`src/rtl/core/double_to_fixed_convert_assert.svh`:
```
// Assertion macros for the double to fixed-point converter.
// Used by the top level only; no other dependencies.
`ifndef DOUBLE_TO_FIXED_CONVERT_ASSERT_SVH
`define DOUBLE_TO_FIXED_CONVERT_ASSERT_SVH

// Implication checked on every clock edge outside reset.
`define DFC_ASSERT_IMP(label, ante, cons) \
    label: assert property (@(posedge clk) disable iff (!rst_n) (ante) |-> (cons)) \
        else $error("assertion failed");

// Implication whose consequent is checked in the cycle after the antecedent.
`define DFC_ASSERT_NEXT(label, ante, cons) \
    label: assert property (@(posedge clk) disable iff (!rst_n) (ante) |=> (cons)) \
        else $error("assertion failed");

`endif

```
`src/rtl/core/dfc_pkg.sv`:
```
// Package for the double to fixed-point converter: constants and stage types.
// No dependencies.
`default_nettype none
package dfc_pkg;
    localparam int OutWidthDefault = 64;
    localparam int ExpBias = 1023;
    localparam int MantBits = 52;
    localparam logic [0:0] RegFracBits = 1'b0;
    localparam logic [0:0] RegIntBits = 1'b1;

    // Decoded operand carried from the first to the second stage.
    typedef struct packed {
        logic        neg;
        logic        is_special;
        logic        is_zero;
        logic [52:0] sig;
        logic        left;
        logic [12:0] shift;
        logic [6:0]  lead_pos;
        logic [5:0]  width;
    } dfc_dec_t;
endpackage
`default_nettype wire

```
`src/rtl/core/dfc_decode.sv`:
```
// Stage one: splits the double, restores the hidden one and works out the shift.
// Depends on dfc_pkg.
`default_nettype none
module dfc_decode #(
    parameter int OUT_WIDTH = 64
) (
    input  wire logic [63:0]       float_bits,
    input  wire logic [5:0]        frac_bits,
    input  wire logic [5:0]        int_bits,
    output dfc_pkg::dfc_dec_t      dec
);
    import dfc_pkg::*;

    logic [10:0] expf;
    logic [6:0]  wsum;
    logic [6:0]  wlim;
    logic signed [13:0] s;

    assign expf = float_bits[62:52];
    assign wsum = {1'b0, frac_bits} + {1'b0, int_bits};
    assign s = $signed({3'b000, expf}) - 14'sd1075 + $signed({8'b0, frac_bits});

    always_comb
    begin
        wlim = wsum;
        if (wlim > 7'd63)
        begin
            wlim = 7'd63;
        end
        if (wlim > 7'(OUT_WIDTH - 1))
        begin
            wlim = 7'(OUT_WIDTH - 1);
        end
        dec.neg = float_bits[63];
        dec.is_special = (expf == 11'h7FF);
        dec.is_zero = (expf == 11'd0);
        dec.sig = {1'b1, float_bits[51:0]};
        dec.left = !s[13];
        dec.shift = s[13] ? 13'(-s) : s[12:0];
        dec.width = wlim[5:0];
        // Leading one lands at bit 52 + s; only needed when s is small.
        dec.lead_pos = (!s[13] && s < 14'sd64) ? 7'(s + 14'sd52) : 7'd127;
    end
endmodule
`default_nettype wire

```
`src/rtl/core/dfc_shift.sv`:
```
// Stage two: shifts the significand and decides saturation.
// Depends on dfc_pkg.
`default_nettype none
module dfc_shift (
    input  dfc_pkg::dfc_dec_t   dec,
    output logic                neg,
    output logic [62:0]         mag,
    output logic                ovf
);
    import dfc_pkg::*;

    logic [62:0] maxmag;
    logic [62:0] shifted;

    always_comb
    begin
        maxmag = 63'((64'd1 << dec.width) - 64'd1);
        shifted = '0;
        ovf = 1'b0;
        if (dec.is_special)
        begin
            ovf = 1'b1;
        end
        else if (!dec.is_zero)
        begin
            if (dec.left)
            begin
                if (dec.lead_pos >= {1'b0, dec.width})
                begin
                    ovf = 1'b1;
                end
                else
                begin
                    // The leading one stays below the width here, so the shift is small.
                    shifted = {10'b0, dec.sig} << dec.shift[5:0];
                end
            end
            else if (dec.shift <= 13'd52)
            begin
                shifted = {10'b0, dec.sig >> dec.shift[5:0]};
                ovf = (shifted > maxmag);
            end
        end
        mag = ovf ? maxmag : shifted;
        neg = dec.neg;
    end
endmodule
`default_nettype wire

```
`src/rtl/core/double_to_fixed_convert.sv`:
```
// Double to signed fixed-point converter, three-stage pipeline top level.
// Depends on dfc_pkg, dfc_decode, dfc_shift and the assertion header.
//
// Usage: the input channel (in_valid/in_ready) carries one double per beat;
// the output channel (out_valid/out_ready) returns fixed_value and overflow.
// A beat crosses three register stages before out_valid; throughput is one
// beat per cycle while out_ready stays high. Stage one decodes, stage
// two shifts and saturates, stage three negates into the output register.
// Every stage advances when the one after it is empty or being emptied, so a
// stalled receiver holds every beat in place and none is lost or repeated.
// Reset clears all valid bits and
// sets frac_bits to 32 and int_bits to 31. Configuration writes through
// cfg_we/cfg_index/cfg_data take effect at once; the user must make them only
// while the pipeline is empty, as the block itself does not enforce this.
`default_nettype none
`include "double_to_fixed_convert_assert.svh"
module double_to_fixed_convert #(
    parameter int OUT_WIDTH = dfc_pkg::OutWidthDefault
) (
    input  wire logic                  clk,
    input  wire logic                  rst_n,
    input  wire logic                  in_valid,
    output logic                       in_ready,
    input  wire logic [63:0]           float_bits,
    output logic                       out_valid,
    input  wire logic                  out_ready,
    output logic signed [63:0]         fixed_value,
    output logic                       overflow,
    input  wire logic                  cfg_we,
    input  wire logic                  cfg_index,
    input  wire logic [5:0]            cfg_data
);
    import dfc_pkg::*;

    logic [5:0] frac_reg;
    logic [5:0] int_reg;
    logic v1_reg, v2_reg, v3_reg;
    logic adv1, adv2, adv3;
    dfc_dec_t dec, dec_reg;
    logic neg_c, ovf_c;
    logic [62:0] mag_c;
    logic neg_reg, ovf2_reg;
    logic [62:0] mag_reg;
    logic signed [63:0] fixed_reg;
    logic ovf_reg;

    dfc_decode #(.OUT_WIDTH(OUT_WIDTH)) u_dec (
        .float_bits(float_bits), .frac_bits(frac_reg), .int_bits(int_reg), .dec(dec)
    );
    dfc_shift u_shift (.dec(dec_reg), .neg(neg_c), .mag(mag_c), .ovf(ovf_c));

    assign adv3 = !v3_reg || out_ready;
    assign adv2 = !v2_reg || adv3;
    assign adv1 = !v1_reg || adv2;
    assign in_ready = adv1;

    always_ff @(posedge clk or negedge rst_n)
    begin
        if (!rst_n)
        begin
            frac_reg <= 6'd32;
            int_reg <= 6'd31;
            v1_reg <= 1'b0;
            v2_reg <= 1'b0;
            v3_reg <= 1'b0;
        end
        else
        begin
            if (cfg_we)
            begin
                unique case (cfg_index)
                    RegFracBits: frac_reg <= cfg_data;
                    RegIntBits:  int_reg <= cfg_data;
                    default:     frac_reg <= frac_reg;
                endcase
            end
            if (adv1) v1_reg <= in_valid;
            if (adv2) v2_reg <= v1_reg;
            if (adv3) v3_reg <= v2_reg;
        end
    end

    always_ff @(posedge clk)
    begin
        if (adv1 && in_valid) dec_reg <= dec;
        if (adv2 && v1_reg)
        begin
            neg_reg <= neg_c;
            mag_reg <= mag_c;
            ovf2_reg <= ovf_c;
        end
        if (adv3 && v2_reg)
        begin
            fixed_reg <= neg_reg ? -$signed({1'b0, mag_reg}) : $signed({1'b0, mag_reg});
            ovf_reg <= ovf2_reg;
        end
    end

    assign out_valid = v3_reg;
    assign fixed_value = fixed_reg;
    assign overflow = ovf_reg;

    `DFC_ASSERT_NEXT(a_hold, out_valid && !out_ready, out_valid && $stable(fixed_value))
    `DFC_ASSERT_IMP(a_ready, !out_valid, in_ready)
    `DFC_ASSERT_NEXT(a_adv, v2_reg && adv3, out_valid)
endmodule
`default_nettype wire
```
`config.mk`:
```
export PLATFORM = sky130hd
export DESIGN_NAME = double_to_fixed_convert
export DESIGN_NICKNAME = d
export VERILOG_FILES = /design/src/rtl/core/dfc_pkg.sv /design/src/rtl/core/dfc_decode.sv /design/src/rtl/core/dfc_shift.sv /design/src/rtl/core/double_to_fixed_convert.sv
export VERILOG_INCLUDE_DIRS = /design/src /design/src/rtl/core
export SDC_FILE = /design/constraint.sdc
export NUM_CORES = 1
export LEC_CHECK = 0
export BUFFER_PORTS_ARGS = -buffer_cell sky130_fd_sc_hd__buf_2
export CAP_MARGIN = 20
export CORE_MARGIN = 10
export CORE_UTILIZATION = 45
export DETAILED_ROUTE_END_ITERATION = 8
export PLACE_DENSITY = 0.59
export SETUP_SLACK_MARGIN = 0.3
export SLEW_MARGIN = 20
export SYNTH_ARGS = -nofsm -noshare
export SYNTH_HDL_FRONTEND = slang
export SYNTH_SLANG_ARGS = --single-unit
```
`constraint.sdc`:
```
create_clock -name clk -period 7.35 [get_ports clk]
set_input_delay 0 -clock clk [delete_from_list [all_inputs] [get_ports clk]]
set_output_delay 0 -clock clk [all_outputs]
set_load 0.05 [all_outputs]
```
# == Word level (Yosys, flattened, before mapping) ==
# Cells that the tools add are included.
# totals
wordCells,65
latch_bits,0
register_bits,227
romBits,0
output_inout_bits,67
ramBits,0
in_bits,76
memories,0
# classes
n_mul,0
reduce_logical,14
n_mux,14
magnitude_cmp,6
addsub,7
n_bitwise,1
div_mod_pow,0
shifts,3
n_eq_ne,1
# op_table
cell,count
63-bit 2-to-1 mux,6
63-bit negation with 64-bit output,1
53-bit by 63-bit > comparator with 1-bit output,1
"1-bit by 6-bit << shifter with 63-bit output, first input constant",1
53-bit by 6-bit << shifter with 63-bit output,1
"63-bit by 1-bit subtractor with 63-bit output, second input constant",1
53-bit 2-to-1 mux,1
53-bit by 6-bit >> shifter with 53-bit output,1
"7-bit by 6-bit > comparator with 1-bit output, second input constant",2
"14-bit by 8-bit less-than comparator with 1-bit output, second input constant",1
12-bit by 7-bit adder with 13-bit output,1
"13-bit by 6-bit less-or-equal comparator with 1-bit output, second input constant",1
13-bit 2-to-1 mux,1
13-bit negation,1
"11-bit by 11-bit subtractor with 12-bit output, second input constant",1
"11-bit equality test, second input constant",1
11-bit logical NOT,1
6-bit by 6-bit adder with 7-bit output,1
"7-bit adder, second input constant",1
7-bit by 6-bit >= comparator with 1-bit output,1
7-bit 2-to-1 mux,1
1-bit 2-to-1 mux,5
1-bit logical AND,4
1-bit logical NOT,4
other kinds (3),6

# == Longest topological paths before layout ==
# logic_depth
word_depth,8
depth_mapped,24
ltp_nobuf,20

# == By module ==
# From an unflattened synthesis, not the netlist that was laid out.
# unflattened
hier_cells,2197
area_unflattened_um2,20644.8
# by_module_without_submodules
mod,area_per_inst_um2,instances,cells_each
dfc_shift,10248.6,1,1473
double_to_fixed_convert,8490.6,1,461
dfc_decode,1905.6,1,263

# == Worst setup path after synthesis ==
# OpenSTA, ideal clock, no wires.
# synth_timing
kind,reg2reg
start,reg dec_reg[15] (netlist bit)
end,"reg mag_reg[0], data pin"
arrival_ps,4786
stages_incl_launch_ff,20
path_buffers,6
period_less_slack_ps,5048
path_slack_ps,2302
setup_time_ps,262
path_cell_list,edfxtp_1 > buf_2 > buf_2 > buf_1 > buf_2 > buf_1 > nor2_1 > a221oi_1 > nor3_1 > a311oi_1 > o21ai_0 > ha_1 > or3_1 > o221a_2 > a2111oi_0 > o21a_1 > o311ai_4 > a21oi_2 > buf_6 > mux2_1
# synth_between
elab_chain_cells,7
# synth_rtl
item,line,rtl
"start, declared",double_to_fixed_convert.sv:39,"dfc_dec_t dec, dec_reg;"
"start signal, assigned",double_to_fixed_convert.sv:85,if (adv1 && in_valid) dec_reg <= dec;
53-bit by 6-bit >> shifter with 53-bit output,dfc_shift.sv:40,"shifted = {10'b0, dec.sig >> dec.shift[5:0]};"
53-bit by 63-bit > comparator with 1-bit output,dfc_shift.sv:41,ovf = (shifted > maxmag);
1-bit 2-to-1 mux,dfc_shift.sv:38,else if (dec.shift <= 13'd52)
1-bit 2-to-1 mux,dfc_shift.sv:26,if (dec.left)
1-bit 2-to-1 mux,dfc_shift.sv:24,else if (!dec.is_zero)
1-bit 2-to-1 mux,dfc_shift.sv:20,if (dec.is_special)
63-bit 2-to-1 mux *,dfc_shift.sv:44,mag = ovf ? maxmag : shifted;
via mag_c[0],double_to_fixed_convert.sv:41,logic [62:0] mag_c;
"end signal, assigned",double_to_fixed_convert.sv:89,mag_reg <= mag_c;
"end, declared",double_to_fixed_convert.sv:43,logic [62:0] mag_reg;
# Mark *: on every way through the listed nets, which the timed path passes. The rest lies on a longest branch.
# A chain may end at the register's enable or synchronous reset.

# == Final worst setup path ==
# layout_timing
start,reg dec_reg[4] (netlist bit)
end,"reg mag_reg[0], data pin"
# layout_between
elab_chain_cells,8
# layout_rtl
item,line,rtl
1-bit by 6-bit << shifter with 63-bit output,dfc_shift.sv:17,maxmag = 63'((64'd1 << dec.width) - 64'd1);
63-bit by 1-bit subtractor with 63-bit output,dfc_shift.sv:17,
53-bit by 63-bit > comparator with 1-bit output,dfc_shift.sv:41,
1-bit 2-to-1 mux,dfc_shift.sv:38,
1-bit 2-to-1 mux,dfc_shift.sv:26,
1-bit 2-to-1 mux,dfc_shift.sv:24,
1-bit 2-to-1 mux,dfc_shift.sv:20,
63-bit 2-to-1 mux *,dfc_shift.sv:44,
via mag_c[0],double_to_fixed_convert.sv:41,
# Marks and branches as above.

==> summary.txt <==
status -> finished clean
dpl hpwl -> 65900 um
row cnt -> 76
CP Class -> reg -> reg
sequential cell area fraction in the yosys report -> 34.4%
yosys warns -> 0
Layout Skew -> 0.0132 ns
Mapped Area -> 19600 sq um
Final Cycle Share -> 82.2%
Synth area leader -> edfxtp_1
Hold Buf Count CTS -> 77
first drt pass iteration count -> 6
reg-to-reg critical path startpoint -> dec_reg[4]
Die ar. -> 52400 sq um
largest net degree at the start of global routing -> 72
number of global-route vias before repair -> 17.8k
post-route ant nets -> 0
top cells by area, synth -> edfxtp_1, mux2i_1, mux2_2
Final Worst Setup Slack -> 1.31 ns
chip width -> 229 um
CP endpoint kind -> register
clock buffer depth -> 3
Vias/cell -> 6.58
syn_nets -> 2215
Total GRT Usage -> 30.5%
PwrDens -> 317 nW/um^2
commonest non-fill, non-tap cell in the layout -> edfxtp_1
Synth top area share -> 32.4%
Setup TNS -> 0 ns
area added between synthesis and finish -> 14.7%
die height -> 229 um
number of flops mapped to enable cells by yosys -> 212
crit path from -> dec_reg[4]
Slew Viols, Final -> 0
FF-to-FF path depth -> 19
Ports -> 143
Nets -> 2373
hold-critical path depth -> 3
final WL -> 83300 um
fillcell total -> 3934
Final Critical Period -> 6.04 ns
Req. time, crit path -> 7.64 ns
Synth Register Bits -> 227
Netlist cell types -> 87
hold wc startpoint -> float_bits[57]
critical path fanouts, max -> 23
cells after synthesis -> 2060
DRC viols -> 0
type of origin of the critical path -> register
antenna cells -> 0
GRT Residual Overflow -> 0
initial antenna violation count -> 2
Clock Tree Root -> clkbuf_16
DRT iter0 DRCs -> 2514
IO Port Bufs -> 142
Slew @ Worst Pin -> 1.13 ns
post-DR wirelength/cell -> 29.5 um
Max Clk Rate -> 166 MHz
number of max-cap violations -> 0
top_reg_cell synth -> edfxtp_1
H-tree depth -> 1
first-pass GRT wire length -> 121000 um
Final setup viols -> 0
Leak -> 8.44 nW
critical path data arrival time -> 6.33 ns
final core utilization -> 52.3%
most frequent cells in the layout -> edfxtp_1, nand2_1, nor2_1
setup bufs post-CTS -> 0
RePlAce Congestion -> 1.06
Sinks on Clock Net -> 227
RSZ-0062 raised after global routing -> no
relative slew slack -> 24.4%
Hold Fails Final Rpt -> 0
Initial Utilization -> 45.6%
detailed-route via count -> 18.5k
CTS tree -> done
peak supply drop -> 224 uV
clk slew on worst S/H paths -> 0.06 ns
worst hold path class -> in -> reg
syn_area_per_cell -> 9.53 sq um
TritonCTS Buffers -> 25
core area -> 43100 sq um
Largest stage delay, worst path -> 0.80 ns
CTS resizes -> 0
max FFs per register -> 82
Worst-Skew Late Latency -> 0.55 ns
critical-path cell list -> clkinv_1, nand2_1, buf_4, clkinv_1, nand3_1, ha_1, buf_4, o21ai_0, a41oi_1, ha_1, o21a_1, o211ai_1, o21ai_0, o31ai_1, a41o_1, o311ai_4, a21oi_4, buf_12, mux2_1
pre-CTS WS -> 1.42 ns
Slowest-stage cell, CP -> edfxtp_1
layout cells sized above 1 -> 18.2%
async set-reset flop share out of synthesis -> 6.61%
## final timing paths
kind	end	slack (ns)
setup / recovery	mag_reg[0]	1.31
hold / removal	dec_reg[80]	0.01
setup reg to reg	mag_reg[0]	1.31
hold reg to reg	overflow	0.42
max in group asynchronous	frac_reg[3]	6.38
min in group asynchronous	frac_reg[5]	0.05
## cells by family (layout without fill, tap and decap cells)
family          Yosys count  count (layout)  share of synthesized area [%]
mux                     279             279                           17.4
xor+xnor                 99              99                           4.42
flops                   227             227                           34.4
simple gates            564             564                           13.2
buf+inv                 190             365                           4.17
other cells               1               1                         0.0191
fa+ha+maj                79              79                           5.11
compound gates          621             621                           21.3
## cell usage after synthesis, types with 7 or more instances
cell type / instances
o22a_1: 7
xnor2_1: 90
nor2b_1: 11
buf_2: 11
nor2_1: 170
or3_1: 20
o31ai_1: 29
o21ai_0: 140
inv_1: 33
a21oi_1: 109
or4_1: 8
ha_1: 77
mux2i_1: 148
a22oi_1: 35
mux2_2: 87
nand2_1: 179
a22o_1: 12
a221oi_1: 35
a31oi_1: 14
o32ai_1: 8
nand2b_1: 20
nor4_1: 13
dfrtp_1: 9
o211ai_1: 26
and2_1: 12
o22ai_1: 60
edfxtp_1: 212
nand3_1: 37
clkbuf_1: 101
o221ai_1: 13
or2_2: 15
xor2_1: 9
a21o_1: 20
nor3_1: 44
o21a_1: 14
mux4_2: 41
buf_1: 31
nand4_1: 16
a211oi_1: 23
o41ai_1: 11
## stage by stage
stage	instances	power [mW]	instance area [sq um]	hold WS [ns]
final	2820	7.14	22500	0.0132
after global routing	2820	7.43	22500	0.00726
after CTS	2820	7.02	22500	0.00323
after detailed placement	2699	5.78	21000	-0.0764
after global placement	2699	5.79	21000	-0.0912
after floorplan	2060	4.36	19600	-0.296
## power by group
group	leakage [nW]	switching, mW	internal [mW]
Clock	0.376	0.505	0.685
Sequential	2.20	0.175	1.68
Combinational	5.87	2.78	1.32
## final cells by class
class / instances / area, sq um / area share [%]
inverter: 40 / 150 / 0.667
multi-input combinational: 1643 / 12100 / 53.7
clock buffer: 35 / 693 / 3.08
tap: 585 / 732 / 3.25
sequential: 227 / 6750 / 30.0
clock inverter: 9 / 66.3 / 0.295
timing repair buffer: 281 / 2030 / 9.04
## worst max-delay path, delay by kind of cell (launching register included)
| family | cells | cell delay, ns |
|---|---|---|
| buffers and inverters | 5 | 1.29 |
| and+or+nand+nor | 2 | 0.31 |
| adders and majority gates | 2 | 0.51 |
| DFF | 1 | 0.80 |
| muxes | 1 | 0.34 |
| AOI/OAI and AO/OA | 9 | 2.51 |
## metal layers
metal	track usage, %	routed length [um]	part of all wire, %
met5	0	12	0.014
met4	18.3	5770	6.9
met3	5.34	7700	9.2
met2	47.2	37000	44
met1	39.3	32800	39
Note: power is estimated with default switching activity, not from simulation.
